[src/rtl/alle_pkg.sv]
`default_nettype none

package alle_pkg;

    localparam int NODES  = 64;
    localparam int IDX_W  = $clog2(NODES);
    localparam int USED_W = $clog2(NODES + 1);
    localparam int LINK_W = 7;
    localparam int POS_W  = 7;
    localparam int VAL_W  = 32;

    localparam logic [LINK_W-1:0] NULL_LINK = 7'd127;

    typedef enum logic [1:0] {
        CMD_INS_HEAD  = 2'd0,
        CMD_INS_AFTER = 2'd1,
        CMD_DELETE    = 2'd2,
        CMD_DUMP      = 2'd3
    } cmd_t;

    typedef enum logic [1:0] {
        ST_OK   = 2'd0,
        ST_FULL = 2'd1,
        ST_BAD  = 2'd2
    } status_t;

    typedef enum logic [3:0] {
        OP_NONE,
        OP_LOAD,
        OP_RD_POS,
        OP_RD_HEAD,
        OP_RD_LINK,
        OP_RD_TMP,
        OP_INS_HEAD,
        OP_INS_NEW,
        OP_INS_FIX,
        OP_DEL_HEAD,
        OP_DEL_FIX,
        OP_DUMP_START,
        OP_DUMP_EMIT,
        OP_STATUS
    } dp_op_t;

    typedef struct packed {
        dp_op_t  op;
        status_t code;
    } dp_cmd_t;

    typedef struct packed {
        cmd_t cmd;
        logic pos_zero;
        logic pos_bad;
        logic full;
        logic head_ok;
        logic link_ok;
        logic tmp_ok;
        logic dump_last;
        logic out_free;
    } dp_stat_t;

endpackage

`default_nettype wire

[src/rtl/alle_if.sv]
`default_nettype none

interface alle_req_if;
    logic                      valid;
    logic                      ready;
    logic [1:0]                command;
    logic [alle_pkg::POS_W-1:0] position;
    logic signed [alle_pkg::VAL_W-1:0] value;

    modport source (output valid, command, position, value, input ready);
    modport sink   (input valid, command, position, value, output ready);
endinterface

interface alle_rsp_if;
    logic                      valid;
    logic                      ready;
    logic [1:0]                status;
    logic signed [alle_pkg::VAL_W-1:0] item_value;
    logic                      last;

    modport source (output valid, status, item_value, last, input ready);
    modport sink   (input valid, status, item_value, last, output ready);
endinterface

`default_nettype wire

[src/rtl/alle_ctrl.sv]
`default_nettype none

module alle_ctrl (
    input  wire logic               clk,
    input  wire logic               rst_n,
    input  wire logic               req_valid,
    output logic                    req_ready,
    input  wire alle_pkg::dp_stat_t stat,
    output alle_pkg::dp_cmd_t       cmd
);

    typedef enum logic [3:0] {
        S_IDLE,
        S_DECODE,
        S_INS_NEW,
        S_INS_FIX,
        S_DEL_HEAD,
        S_DEL_CHK,
        S_DEL_FIX,
        S_DUMP_RD,
        S_DUMP_EMIT,
        S_RESP
    } state_t;

    state_t                state_reg, state_next;
    alle_pkg::status_t     resp_reg, resp_next;

    assign req_ready = (state_reg == S_IDLE);

    always_comb
    begin
        state_next = state_reg;
        resp_next  = resp_reg;
        cmd.op     = alle_pkg::OP_NONE;
        cmd.code   = resp_reg;
        case (state_reg)
            S_IDLE:
            begin
                if (req_valid)
                begin
                    cmd.op     = alle_pkg::OP_LOAD;
                    state_next = S_DECODE;
                end
            end
            S_DECODE:
            begin
                state_next = S_RESP;
                case (stat.cmd)
                    alle_pkg::CMD_INS_HEAD:
                    begin
                        if (stat.full)
                        begin
                            resp_next = alle_pkg::ST_FULL;
                        end
                        else
                        begin
                            cmd.op    = alle_pkg::OP_INS_HEAD;
                            resp_next = alle_pkg::ST_OK;
                        end
                    end
                    alle_pkg::CMD_INS_AFTER:
                    begin
                        // position is checked before fullness
                        if (stat.pos_zero || stat.pos_bad)
                        begin
                            resp_next = alle_pkg::ST_BAD;
                        end
                        else if (stat.full)
                        begin
                            resp_next = alle_pkg::ST_FULL;
                        end
                        else
                        begin
                            cmd.op     = alle_pkg::OP_RD_POS;
                            state_next = S_INS_NEW;
                        end
                    end
                    alle_pkg::CMD_DELETE:
                    begin
                        if (stat.pos_zero)
                        begin
                            if (!stat.head_ok)
                            begin
                                resp_next = alle_pkg::ST_BAD;
                            end
                            else
                            begin
                                cmd.op     = alle_pkg::OP_RD_HEAD;
                                state_next = S_DEL_HEAD;
                            end
                        end
                        else if (stat.pos_bad)
                        begin
                            resp_next = alle_pkg::ST_BAD;
                        end
                        else
                        begin
                            cmd.op     = alle_pkg::OP_RD_POS;
                            state_next = S_DEL_CHK;
                        end
                    end
                    default:
                    begin
                        cmd.op     = alle_pkg::OP_DUMP_START;
                        state_next = S_DUMP_RD;
                    end
                endcase
            end
            S_INS_NEW:
            begin
                cmd.op     = alle_pkg::OP_INS_NEW;
                state_next = S_INS_FIX;
            end
            S_INS_FIX:
            begin
                cmd.op     = alle_pkg::OP_INS_FIX;
                resp_next  = alle_pkg::ST_OK;
                state_next = S_RESP;
            end
            S_DEL_HEAD:
            begin
                cmd.op     = alle_pkg::OP_DEL_HEAD;
                resp_next  = alle_pkg::ST_OK;
                state_next = S_RESP;
            end
            S_DEL_CHK:
            begin
                if (!stat.link_ok)
                begin
                    resp_next  = alle_pkg::ST_BAD;
                    state_next = S_RESP;
                end
                else
                begin
                    cmd.op     = alle_pkg::OP_RD_LINK;
                    state_next = S_DEL_FIX;
                end
            end
            S_DEL_FIX:
            begin
                cmd.op     = alle_pkg::OP_DEL_FIX;
                resp_next  = alle_pkg::ST_OK;
                state_next = S_RESP;
            end
            S_DUMP_RD:
            begin
                // only an empty list gets here with no valid node
                if (!stat.tmp_ok)
                begin
                    resp_next  = alle_pkg::ST_BAD;
                    state_next = S_RESP;
                end
                else
                begin
                    cmd.op     = alle_pkg::OP_RD_TMP;
                    state_next = S_DUMP_EMIT;
                end
            end
            S_DUMP_EMIT:
            begin
                if (stat.out_free)
                begin
                    cmd.op     = alle_pkg::OP_DUMP_EMIT;
                    state_next = stat.dump_last ? S_IDLE : S_DUMP_RD;
                end
            end
            S_RESP:
            begin
                if (stat.out_free)
                begin
                    cmd.op     = alle_pkg::OP_STATUS;
                    state_next = S_IDLE;
                end
            end
            default:
            begin
                state_next = S_IDLE;
            end
        endcase
    end

    always_ff @(posedge clk or negedge rst_n)
    begin
        if (!rst_n)
        begin
            state_reg <= S_IDLE;
            resp_reg  <= alle_pkg::ST_OK;
        end
        else
        begin
            state_reg <= state_next;
            resp_reg  <= resp_next;
        end
    end

endmodule

`default_nettype wire

[src/rtl/alle_datapath.sv]
`default_nettype none

module alle_datapath (
    input  wire logic                         clk,
    input  wire logic                         rst_n,
    input  wire logic [1:0]                   req_command,
    input  wire logic [alle_pkg::POS_W-1:0]   req_position,
    input  wire logic [alle_pkg::VAL_W-1:0]   req_value,
    input  wire alle_pkg::dp_cmd_t            cmd,
    output alle_pkg::dp_stat_t                stat,
    output logic                              rsp_valid,
    input  wire logic                         rsp_ready,
    output logic [1:0]                        rsp_status,
    output logic [alle_pkg::VAL_W-1:0]        rsp_item_value,
    output logic                              rsp_last
);

    localparam int IDX_W  = alle_pkg::IDX_W;
    localparam int USED_W = alle_pkg::USED_W;
    localparam int LINK_W = alle_pkg::LINK_W;
    localparam int VAL_W  = alle_pkg::VAL_W;
    localparam logic [LINK_W-1:0] NODE_LIM = LINK_W'(alle_pkg::NODES);

    logic [VAL_W-1:0]  node_value [alle_pkg::NODES];
    logic [LINK_W-1:0] node_link  [alle_pkg::NODES];

    alle_pkg::cmd_t               cmd_reg;
    logic [alle_pkg::POS_W-1:0]   pos_reg;
    logic [VAL_W-1:0]             val_reg;
    logic [LINK_W-1:0]            head_reg;
    logic [USED_W-1:0]            used_reg;
    logic [LINK_W-1:0]            tmp_reg;
    logic [USED_W-1:0]            cnt_reg;
    logic [LINK_W-1:0]            rd_link_reg;
    logic [VAL_W-1:0]             rd_value_reg;

    logic                         out_valid_reg;
    alle_pkg::status_t            out_status_reg;
    logic [VAL_W-1:0]             out_value_reg;
    logic                         out_last_reg;

    logic [IDX_W-1:0]  pos_idx;
    logic [IDX_W-1:0]  used_idx;
    logic [IDX_W-1:0]  rd_addr;
    logic              rd_en;
    logic              val_we;
    logic              link_we;
    logic [IDX_W-1:0]  wr_addr;
    logic [LINK_W-1:0] wr_link;
    logic              out_free;

    assign pos_idx  = IDX_W'(pos_reg - 7'd1);
    assign used_idx = used_reg[IDX_W-1:0];
    assign out_free = !out_valid_reg || rsp_ready;

    assign stat.cmd       = cmd_reg;
    assign stat.pos_zero  = (pos_reg == '0);
    assign stat.pos_bad   = (pos_reg > alle_pkg::POS_W'(used_reg));
    assign stat.full      = (used_reg == USED_W'(alle_pkg::NODES));
    assign stat.head_ok   = (head_reg < NODE_LIM);
    assign stat.link_ok   = (rd_link_reg < NODE_LIM);
    assign stat.tmp_ok    = (tmp_reg < NODE_LIM);
    assign stat.dump_last = (rd_link_reg >= NODE_LIM) ||
                            (cnt_reg == USED_W'(alle_pkg::NODES - 1));
    assign stat.out_free  = out_free;

    always_comb
    begin
        rd_en   = 1'b0;
        rd_addr = head_reg[IDX_W-1:0];
        val_we  = 1'b0;
        link_we = 1'b0;
        wr_addr = used_idx;
        wr_link = head_reg;
        case (cmd.op)
            alle_pkg::OP_RD_POS:
            begin
                rd_en   = 1'b1;
                rd_addr = pos_idx;
            end
            alle_pkg::OP_RD_HEAD:
            begin
                rd_en   = 1'b1;
                rd_addr = head_reg[IDX_W-1:0];
            end
            alle_pkg::OP_RD_LINK:
            begin
                rd_en   = 1'b1;
                rd_addr = rd_link_reg[IDX_W-1:0];
            end
            alle_pkg::OP_RD_TMP:
            begin
                rd_en   = 1'b1;
                rd_addr = tmp_reg[IDX_W-1:0];
            end
            alle_pkg::OP_INS_HEAD:
            begin
                val_we  = 1'b1;
                link_we = 1'b1;
                wr_addr = used_idx;
                wr_link = head_reg;
            end
            alle_pkg::OP_INS_NEW:
            begin
                // new node takes over the successor of node k
                val_we  = 1'b1;
                link_we = 1'b1;
                wr_addr = used_idx;
                wr_link = rd_link_reg;
            end
            alle_pkg::OP_INS_FIX:
            begin
                link_we = 1'b1;
                wr_addr = pos_idx;
                wr_link = LINK_W'(used_reg);
            end
            alle_pkg::OP_DEL_FIX:
            begin
                // skip over the removed successor
                link_we = 1'b1;
                wr_addr = pos_idx;
                wr_link = rd_link_reg;
            end
            default:
            begin
                rd_en = 1'b0;
            end
        endcase
    end

    always_ff @(posedge clk)
    begin
        if (val_we)
        begin
            node_value[wr_addr] <= val_reg;
        end
        if (link_we)
        begin
            node_link[wr_addr] <= wr_link;
        end
        if (rd_en)
        begin
            rd_link_reg  <= node_link[rd_addr];
            rd_value_reg <= node_value[rd_addr];
        end
    end

    always_ff @(posedge clk)
    begin
        if (cmd.op == alle_pkg::OP_LOAD)
        begin
            cmd_reg <= alle_pkg::cmd_t'(req_command);
            pos_reg <= req_position;
            val_reg <= req_value;
        end
    end

    always_ff @(posedge clk or negedge rst_n)
    begin
        if (!rst_n)
        begin
            head_reg <= alle_pkg::NULL_LINK;
            used_reg <= '0;
            tmp_reg  <= alle_pkg::NULL_LINK;
            cnt_reg  <= '0;
        end
        else
        begin
            case (cmd.op)
                alle_pkg::OP_INS_HEAD:
                begin
                    head_reg <= LINK_W'(used_reg);
                    used_reg <= used_reg + 1'b1;
                end
                alle_pkg::OP_INS_FIX:
                begin
                    used_reg <= used_reg + 1'b1;
                end
                alle_pkg::OP_DEL_HEAD:
                begin
                    head_reg <= rd_link_reg;
                end
                alle_pkg::OP_DUMP_START:
                begin
                    tmp_reg <= head_reg;
                    cnt_reg <= '0;
                end
                alle_pkg::OP_DUMP_EMIT:
                begin
                    tmp_reg <= rd_link_reg;
                    cnt_reg <= cnt_reg + 1'b1;
                end
                default:
                begin
                    tmp_reg <= tmp_reg;
                end
            endcase
        end
    end

    // output word register
    always_ff @(posedge clk or negedge rst_n)
    begin
        if (!rst_n)
        begin
            out_valid_reg <= 1'b0;
        end
        else if (cmd.op == alle_pkg::OP_DUMP_EMIT || cmd.op == alle_pkg::OP_STATUS)
        begin
            out_valid_reg <= 1'b1;
        end
        else if (rsp_ready)
        begin
            out_valid_reg <= 1'b0;
        end
    end

    always_ff @(posedge clk)
    begin
        if (cmd.op == alle_pkg::OP_DUMP_EMIT)
        begin
            out_status_reg <= alle_pkg::ST_OK;
            out_value_reg  <= rd_value_reg;
            out_last_reg   <= stat.dump_last;
        end
        else if (cmd.op == alle_pkg::OP_STATUS)
        begin
            out_status_reg <= cmd.code;
            out_value_reg  <= '0;
            out_last_reg   <= 1'b1;
        end
    end

    assign rsp_valid      = out_valid_reg;
    assign rsp_status     = out_status_reg;
    assign rsp_item_value = out_value_reg;
    assign rsp_last       = out_last_reg;

endmodule

`default_nettype wire

[src/rtl/array_linked_list_engine.sv]
// insert at head, insert after node and delete each end in one status word, loaded into the
// output register once it is free; only one command is worked at a time
// dump: one word per value, each from a node memory read, then an output register load
// (the load waits while the output register holds a word); the next command is taken once
// the last word is in the output register, while that word may still wait
// reset: asynchronous, active low; list empty, pool count zero, no node memory clear
`default_nettype none

module array_linked_list_engine (
    input  wire logic clk,
    input  wire logic rst_n,
    alle_req_if.sink  req,
    alle_rsp_if.source rsp
);

    alle_pkg::dp_cmd_t  cmd;
    alle_pkg::dp_stat_t stat;

    alle_ctrl u_ctrl (
        .clk       (clk),
        .rst_n     (rst_n),
        .req_valid (req.valid),
        .req_ready (req.ready),
        .stat      (stat),
        .cmd       (cmd)
    );

    alle_datapath u_datapath (
        .clk            (clk),
        .rst_n          (rst_n),
        .req_command    (req.command),
        .req_position   (req.position),
        .req_value      (req.value),
        .cmd            (cmd),
        .stat           (stat),
        .rsp_valid      (rsp.valid),
        .rsp_ready      (rsp.ready),
        .rsp_status     (rsp.status),
        .rsp_item_value (rsp.item_value),
        .rsp_last       (rsp.last)
    );

endmodule

`default_nettype wire

[src/flat_wrapper.sv]
// flat-port wrapper written by rule: the top's interface ports become plain ports
module array_linked_list_engine_flat 
  (clk, rst_n, req_valid, req_command, req_position, req_value, req_ready, rsp_valid, rsp_status, rsp_item_value, rsp_last, rsp_ready);
  alle_req_if req_i ();
  alle_rsp_if rsp_i ();
  input  wire logic clk;
  input  wire logic rst_n;
  input wire logic [$bits(req_i.valid)-1:0] req_valid;
  input wire logic [$bits(req_i.command)-1:0] req_command;
  input wire logic [$bits(req_i.position)-1:0] req_position;
  input wire logic [$bits(req_i.value)-1:0] req_value;
  output wire logic [$bits(req_i.ready)-1:0] req_ready;
  output wire logic [$bits(rsp_i.valid)-1:0] rsp_valid;
  output wire logic [$bits(rsp_i.status)-1:0] rsp_status;
  output wire logic [$bits(rsp_i.item_value)-1:0] rsp_item_value;
  output wire logic [$bits(rsp_i.last)-1:0] rsp_last;
  input wire logic [$bits(rsp_i.ready)-1:0] rsp_ready;
  assign req_i.valid = req_valid;
  assign req_i.command = req_command;
  assign req_i.position = req_position;
  assign req_i.value = req_value;
  assign req_ready = req_i.ready;
  assign rsp_valid = rsp_i.valid;
  assign rsp_status = rsp_i.status;
  assign rsp_item_value = rsp_i.item_value;
  assign rsp_last = rsp_i.last;
  assign rsp_i.ready = rsp_ready;
  array_linked_list_engine u_core (.clk(clk), .rst_n(rst_n), .req(req_i), .rsp(rsp_i));
endmodule
[config.mk]
export PLATFORM = sky130hd
export DESIGN_NAME = array_linked_list_engine_flat
export DESIGN_NICKNAME = d
export VERILOG_FILES = /design/src/rtl/alle_pkg.sv /design/src/rtl/alle_if.sv /design/src/rtl/alle_ctrl.sv /design/src/rtl/alle_datapath.sv /design/src/rtl/array_linked_list_engine.sv /design/src/flat_wrapper.sv
export SDC_FILE = /design/constraint.sdc
export NUM_CORES = 2
export LEC_CHECK = 0
export BUFFER_PORTS_ARGS = -buffer_cell sky130_fd_sc_hd__buf_2
export CORE_MARGIN = 1
export CORE_UTILIZATION = 65
export DETAILED_ROUTE_END_ITERATION = 6
export PLACE_DENSITY_LB_ADDON = 0.08
export SLEW_MARGIN = 20
export SYNTH_ARGS = -nofsm -noshare
export SYNTH_HDL_FRONTEND = slang
export SYNTH_SLANG_ARGS = --single-unit
export TNS_END_PERCENT = 100
[constraint.sdc]
create_clock -name clk -period 9.8 [get_ports clk]
set_input_delay 0.49 -clock clk [delete_from_list [all_inputs] [get_ports clk]]
set_output_delay 0.49 -clock clk [all_outputs]
set_load 0.02 [all_outputs]
; ---- Yosys cells after proc, flatten, opt, wreduce, memory -nomap -nowiden
; Memories as Yosys holds them, arrays and structs flattened. A register that Yosys moved wholly into a read port is not among the register bits.
; Cells that the tools add are included.
; Widths: inputs -> output; s select.
[classes]
n_reduce_logical = 22
addsub = 3
eq_ne = 35
order_cmp = 5
muxes = 55
[ops]
columns = cell, n
row1 = $mux 32, 2
row2 = $pmux 7 s2, 4
row3 = $mux 4, 12
row4 = $pmux 4 s10, 1
row5 = $eq 4x3->1 const B, 8
row6 = $eq 4x4->1 const B, 8
row7 = $pmux 4 s8, 1
row8 = $pmux 4 s3, 2
row9 = $mux 2, 11
row10 = $lt 7x7->1 const B, 3
row11 = $pmux 6 s3, 1
row12 = $eq 4x2->1 const B, 4
row13 = $add 7x1->7 const B, 2
row14 = $mux 1, 14
row15 = $mux 3, 4
row16 = $ne 2x2->1 const B, 5
row17 = $eq 4x1->1 const B, 2
row18 = $ne 4x4->1 const B, 2
row19 = $pmux 2 s4, 1
row20 = $reduce_bool 2->1, 4
row21 = $reduce_or 2->1, 4
row22 = $reduce_or 4->1, 2
row23 = $eq 7x6->1 const B, 1
row24 = $eq 7x7->1 const B, 1
row25 = other kinds (18), 21
[totals]
mem_bits_rw = 2496
ff_bits = 111
mem_count = 2
inputBits = 45
output_inout_bits = 37
elab_cells = 135
[memory_table]
columns = name, depth, width, rd, rd_clocked_by_memory_dff, wr, line_no
row1 = u_core.u_datapath.node_value, 64, 32, 1, 1, 1, alle_datapath.sv:24  ; logic [VAL_W-1:0] node_value [alle_pkg::NODES];
row2 = u_core.u_datapath.node_link, 64, 7, 1, 1, 1, alle_datapath.sv:25  ; logic [LINK_W-1:0] node_link [alle_pkg::NODES];

; ---- Logic depth before layout (Yosys ltp)
[logic_depth]
ltp_word = 10
depth_mapped = 19
mapped_depth_nobuf = 13

; ---- Modules after synthesis
; A second synthesis with hierarchy kept.
[unflattened]
hier_cells = 7613
area_unflattened_um2 = 105233.4
[modules_own_cells]
columns = mod, cells_per_inst, area_per_inst_um2, seq_area_each_um2, n_inst
row1 = alle_datapath, 7511, 104458.9, 79128.4, 1
row2 = alle_ctrl, 102, 774.5, 150.1, 1

; ---- Least setup slack after synthesis
; OpenSTA, ideal clock, no wires.
[synth_path]
kind = flip-flop to flip-flop
start = register u_core.u_datapath.pos_reg[0] (netlist name)
end = register u_core.u_datapath.rd_link_reg[0] (read register of u_core.u_datapath.node_link), enable pin
path_slack_ps = 4525
required_ps = 9311
arrival_ps = 4785
setup_time_ps = 489
period_less_slack_ps = 5275
n_path_buf = 0
stages_incl_launch_ff = 8
path_cell_list = edfxtp_1 > inv_1 > ha_1 > or3b_4 > nor4_1 > o211a_2 > nor2_1 > o21ai_0
[synth_between]
elab_chain_len = 8
word_cells_on_any_way = 16
classes_between = add/sub: 1 / order compare: 1 / eq/ne: 4 / mux: 7 / reduce/logical: 3
[synth_rtl]
columns = element, line_no
row1 = start: declaration, alle_datapath.sv:28  ; logic [alle_pkg::POS_W-1:0] pos_reg;
row2 = start signal: assignment, alle_datapath.sv:153  ; pos_reg <= req_position;
row3 = $gt 7x7->1 or $logic_not 7->1 (tied branches), "alle_datapath.sv:58, alle_datapath.sv:57"
row4 = $mux 2 or $logic_or 1x1->1 (tied branches), "alle_ctrl.sv:92, alle_ctrl.sv:64"
row5 = $mux 4 or $mux 2 (tied branches), "alle_ctrl.sv:80, alle_ctrl.sv:64"
row6 = $pmux 4 s3 (*), alle_ctrl.sv:48  ; case (stat.cmd)
row7 = $pmux 4 s10 (*), alle_ctrl.sv:36  ; case (state_reg)
row8 = $eq 4x3->1 or $eq 4x2->1 (tied branches), alle_datapath.sv:75  ; case (cmd.op)
row9 = $reduce_or 4->1 (no source line) (*), --
row10 = $mux 1 (*), alle_datapath.sv:75
row11 = net u_core.u_datapath.rd_en, alle_datapath.sv:45  ; logic rd_en;
row12 = end: declaration, alle_datapath.sv:34  ; logic [LINK_W-1:0] rd_link_reg;
; The timed path passes the listed nets; every way through them passes the cells marked *.
; A chain may end at the register's enable or synchronous reset.

; ---- Final worst setup path
[layout_path]
start = register u_core.u_datapath.pos_reg[0] (netlist name)
end = register u_core.u_datapath.rd_value_reg[31] (read register of u_core.u_datapath.node_value), data pin
[layout_between]
elab_chain_len = 8
word_cells_on_any_way = 16
classes_between = add/sub: 1 / order compare: 1 / eq/ne: 4 / mux: 7 / reduce/logical: 3
[layout_rtl]
columns = element, line_no
row1 = $gt 7x7->1 or $logic_not 7->1 (tied branches), "alle_datapath.sv:58, alle_datapath.sv:57"
row2 = $mux 2 or $logic_or 1x1->1 (tied branches), "alle_ctrl.sv:92, alle_ctrl.sv:64"
row3 = $mux 4 or $mux 2 (tied branches), "alle_ctrl.sv:80, alle_ctrl.sv:64"
row4 = $pmux 4 s3, alle_ctrl.sv:48
row5 = $pmux 4 s10, alle_ctrl.sv:36
row6 = $eq 4x3->1 or $eq 4x2->1 (tied branches), alle_datapath.sv:75
row7 = $reduce_or 4->1 (no source line), --
row8 = $mux 1, alle_datapath.sv:75
row9 = end: declaration, alle_datapath.sv:35  ; logic [VAL_W-1:0] rd_value_reg;
; Several ways; a longest one is shown, not always the timed one.

==> metrics.md <==
| Metric | Value |
|---|---|
| Setup repair bufs after CTS | 0 |
| GP Congestion | 0.890 |
| Peak supply drop | 0.802 mV |
| Remaining Overflow, GRT | 0 |
| Total power | 45500 uW |
| Most common cell after layout, fill and taps aside | edfxtp_1 |
| CTS tree | yes |
| Detailed Place HPWL | 169000 um |
| Clock sink count | 2646 |
| Failing checks | design-rule violations |
| Worst Max-Slew Pin Slew | 1220 ps |
| Slowest cell on crit path | o311ai_1 |
| Post-synth top flop | edfxtp_1 |
| First-pass GRT wire length | 453000 um |
| Rel. slew slack | 18.9% |
| Number of global-route vias before repair | 65000 |
| Clk_skew | 50.5 ps |
| Crit path kind | reg2reg |
| Post-Route WL | 321000 um |
| GRT Overall Usage | 38.9% |
| Final-report hold violation count | 0 |
| Post-synth EDFFs | 2609 |
| Most frequent cells in the layout | edfxtp_1 (2609), nand2_1 (1363), mux2i_1 (414), a21oi_1 (295), clkbuf_16 (287) |
| Total Neg Setup Slack | 0 ps |
| First-pass detailed-route iteration total | 7 |
| Outcome | complete, but fails checks |
| Final slew viol count | 0 |
| Avg Cell Area, Syn | 14.5 um^2 |
| Synth Register Bits | 2646 |
| Cts bufs inserted | 278 |
| Worst hold path type | in2reg |
| CTS H-Tree Depth | 5 |
| PwrDens | 384 nW/um^2 |
| Area growth syn-to-layout | 11.5% |
| Final ANT Viol Nets | 0 |
| Distinct cell type count after synthesis | 88 |
| Vias | 68400 |
| Largest net degree at the start of global routing | 161 |
| Fmax | 144 MHz |
| Sequential share of the synthesized area | 74.6% |
| CP Capture Type | flip-flop |
| Delay-heaviest family, CP | simple AND/OR/NAND/NOR gates |
| Crit share post-route | 70.7% |
| Mapped Area | 106000 um^2 |
| Largest registers | u_core.u_datapath.node_value x2048, u_core.u_datapath.node_link x448 |
| Ratio of cells with drive above 1 in the final layout | 10.2% |
| Crit Path Max Fanout | 154 |
| Max Root-Sink Buffers | 4 |
| Worst path max stage delay | 960 ps |
| Residual DRC count | 2 |
| Fill cell count | 9946 |
| Die X | 406 um |
| Crit-path most repeated cell | buf_12 |
| Leak Pwr | 0.0400 uW |
| Synth Net Count | 7403 |
| Die ar. | 165000 um^2 |
| Worst-path clk slew | 60 ps |
| Root buffer cell | clkbuf_16 |
| Min Clock Period, post-route | 6930 ps |
| Max-cap check violation count | 0 |
| Endpoints failing setup | 0 |
| Syn Inst Count | 7343 |
| Initial antenna violation count | 24 |
| IO Port Bufs | 81 |
| Nets@finish | 7511 |
| Worst setup SP type | flip-flop |
| I/O Pins | 82 |
| Register area | 79300 um^2 |
| Row Count | 147 |
| WP data arrival | 7490 ps |
| Bufs and invs on worst path | 3 |
| Core box area | 161000 um^2 |
| Initial Util | 65.8% |
| Wire length per cell | 32.8 um |
| Ys async rst share | 1.32% |
| Drt via density | 6.98 |
| RSZ-0062 raised after global routing | no |
| DRT iter0 DRCs | 12100 |
| Most flop-heavy register | u_core.u_datapath.node_value |
| Skew-Pair Late Insertion Delay | 930 ps |
| Max reg flops | 2048 |
| Ys Warns | 0 |
| Area of the multi-input gates | 24900 um^2 |
| Critical path data required time | 10370 ps |
| Crit-path cells | inv_1 -> ha_1 -> or3b_4 -> nor4_1 -> o211ai_1 -> a2bb2oi_4 -> buf_12 -> nand3_4 -> buf_12 -> a21oi_1 -> a32o_1 -> nor3_1 -> o311ai_1 -> nand4_1 |
| Die height | 406 um |
timing repair:
action,4_1_cts,5_1_grt
hold buffers,43,0
resized for setup,0,0
endpoints found under the hold margin,63,0
endpoints found under the setup margin,0,0
path summary, 6_finish.rpt:
| kind | start | end | slack, ps | depth (start not counted) |
|---|---|---|---|---|
| hold reg to reg | u_core.u_ctrl.resp_reg[0]$_DFFE_PN0P_ | u_core.u_ctrl.resp_reg[0]$_DFFE_PN0P_ | 500 | 2 |
| setup reg to reg | u_core.u_datapath.pos_reg[0]$_DFFE_PN_ | u_core.u_datapath.rd_value_reg[31]$_DFFE_PP_ | 2870 | 14 |
| hold / removal | req_valid | u_core.u_ctrl.state_reg[2]$_DFFE_PN0P_ | 90 | 3 |
| setup / recovery | u_core.u_datapath.pos_reg[0]$_DFFE_PN_ | u_core.u_datapath.rd_value_reg[31]$_DFFE_PP_ | 2870 | 14 |
| min in group asynchronous | rst_n | u_core.u_ctrl.resp_reg[1]$_DFFE_PN0P_ | 250 | 2 |
| max in group asynchronous | rst_n | u_core.u_datapath.cnt_reg[4]$_DFFE_PN0P_ | 8960 | 2 |
metrics by stage:
stage / setup slack [ps] / instances / hold WS, ps / util, % / cell area [um^2]
final: 2870 / 9792 / 90.0 / 73.4 / 118000
after global routing: 2640 / 9788 / 128 / 73.4 / 118000
after CTS: 3130 / 9784 / 38.0 / 73.3 / 118000
after detailed placement: 3150 / 9285 / 480 / 67.9 / 109000
after global placement: 2490 / 9281 / 470 / 67.8 / 109000
after floorplan: 4530 / 7343 / 194 / - / 106000
worst reg2reg max path: cells and delay by family, from the launching register on:
| kind | cells | cell delay, ps |
|---|---|---|
| AND/OR/NAND/NOR | 5 | 2390 |
| buffers and inverters | 3 | 1160 |
| AO/OA/AOI/OAI | 5 | 2410 |
| flip-flops | 1 | 430 |
| adder cells (fa/ha/maj) | 1 | 220 |
layout make-up:
class / count / share of cell area [%]
diodes: 5 / 0.0106
inverters: 148 / 0.473
clock inverters: 123 / 0.902
repair buffers: 318 / 2.17
well taps: 2160 / 2.28
multi-input cells: 4059 / 21.0
clock buffers: 333 / 6.21
flip-flops and latches: 2646 / 67.0
cells in the mapped netlist, types with 42 or more instances:
library cell,n,share of area (%)
clkbuf_1,228,0.81
and3_1,143,0.84
nand4_1,52,0.31
a32o_1,62,0.58
a311oi_1,47,0.39
inv_1,148,0.52
or3_1,55,0.32
nor3_1,42,0.20
nor2_1,227,0.80
buf_4,63,0.45
a211o_1,120,0.99
o21ai_0,129,0.61
nand2_1,1366,4.8
edfxtp_1,2609,74
a32oi_1,58,0.48
buf_2,152,0.72
a31oi_1,197,1.2
mux2i_1,415,3.9
a21oi_1,296,1.4
a221oi_1,47,0.39
o221ai_1,78,0.64
nand3_1,236,1.1
a211oi_1,162,1.1
report_power, final:
group	internal (uW)	switching, uW	total [uW]
sequential	14000	255	14300
combinational	5750	15400	21200
clock	5830	4190	10000
total	25600	19900	45500
cells by family after synthesis:
logic type                 Yosys count  synth area share [%]
adders and majority gates           15                 0.177
xor gates and xnor gates            11                0.0907
muxes                              418                  3.95
AOI/OAI and AO/OA                 1390                  9.35
DFF                               2646                  74.6
and+or+nand+nor                   2225                  9.08
buffers and inverters              638                  2.72
metal layers:
metal,GRT usage (%),vias up,share of wire (%)
li1,-,28400,-
met1,53.6,33900,36
met2,57.6,5162,44
met3,10.4,923,14
met4,19.9,12,5.6
met5,0,-,0.029
No activity file was read; power rests on OpenSTA's default activity.
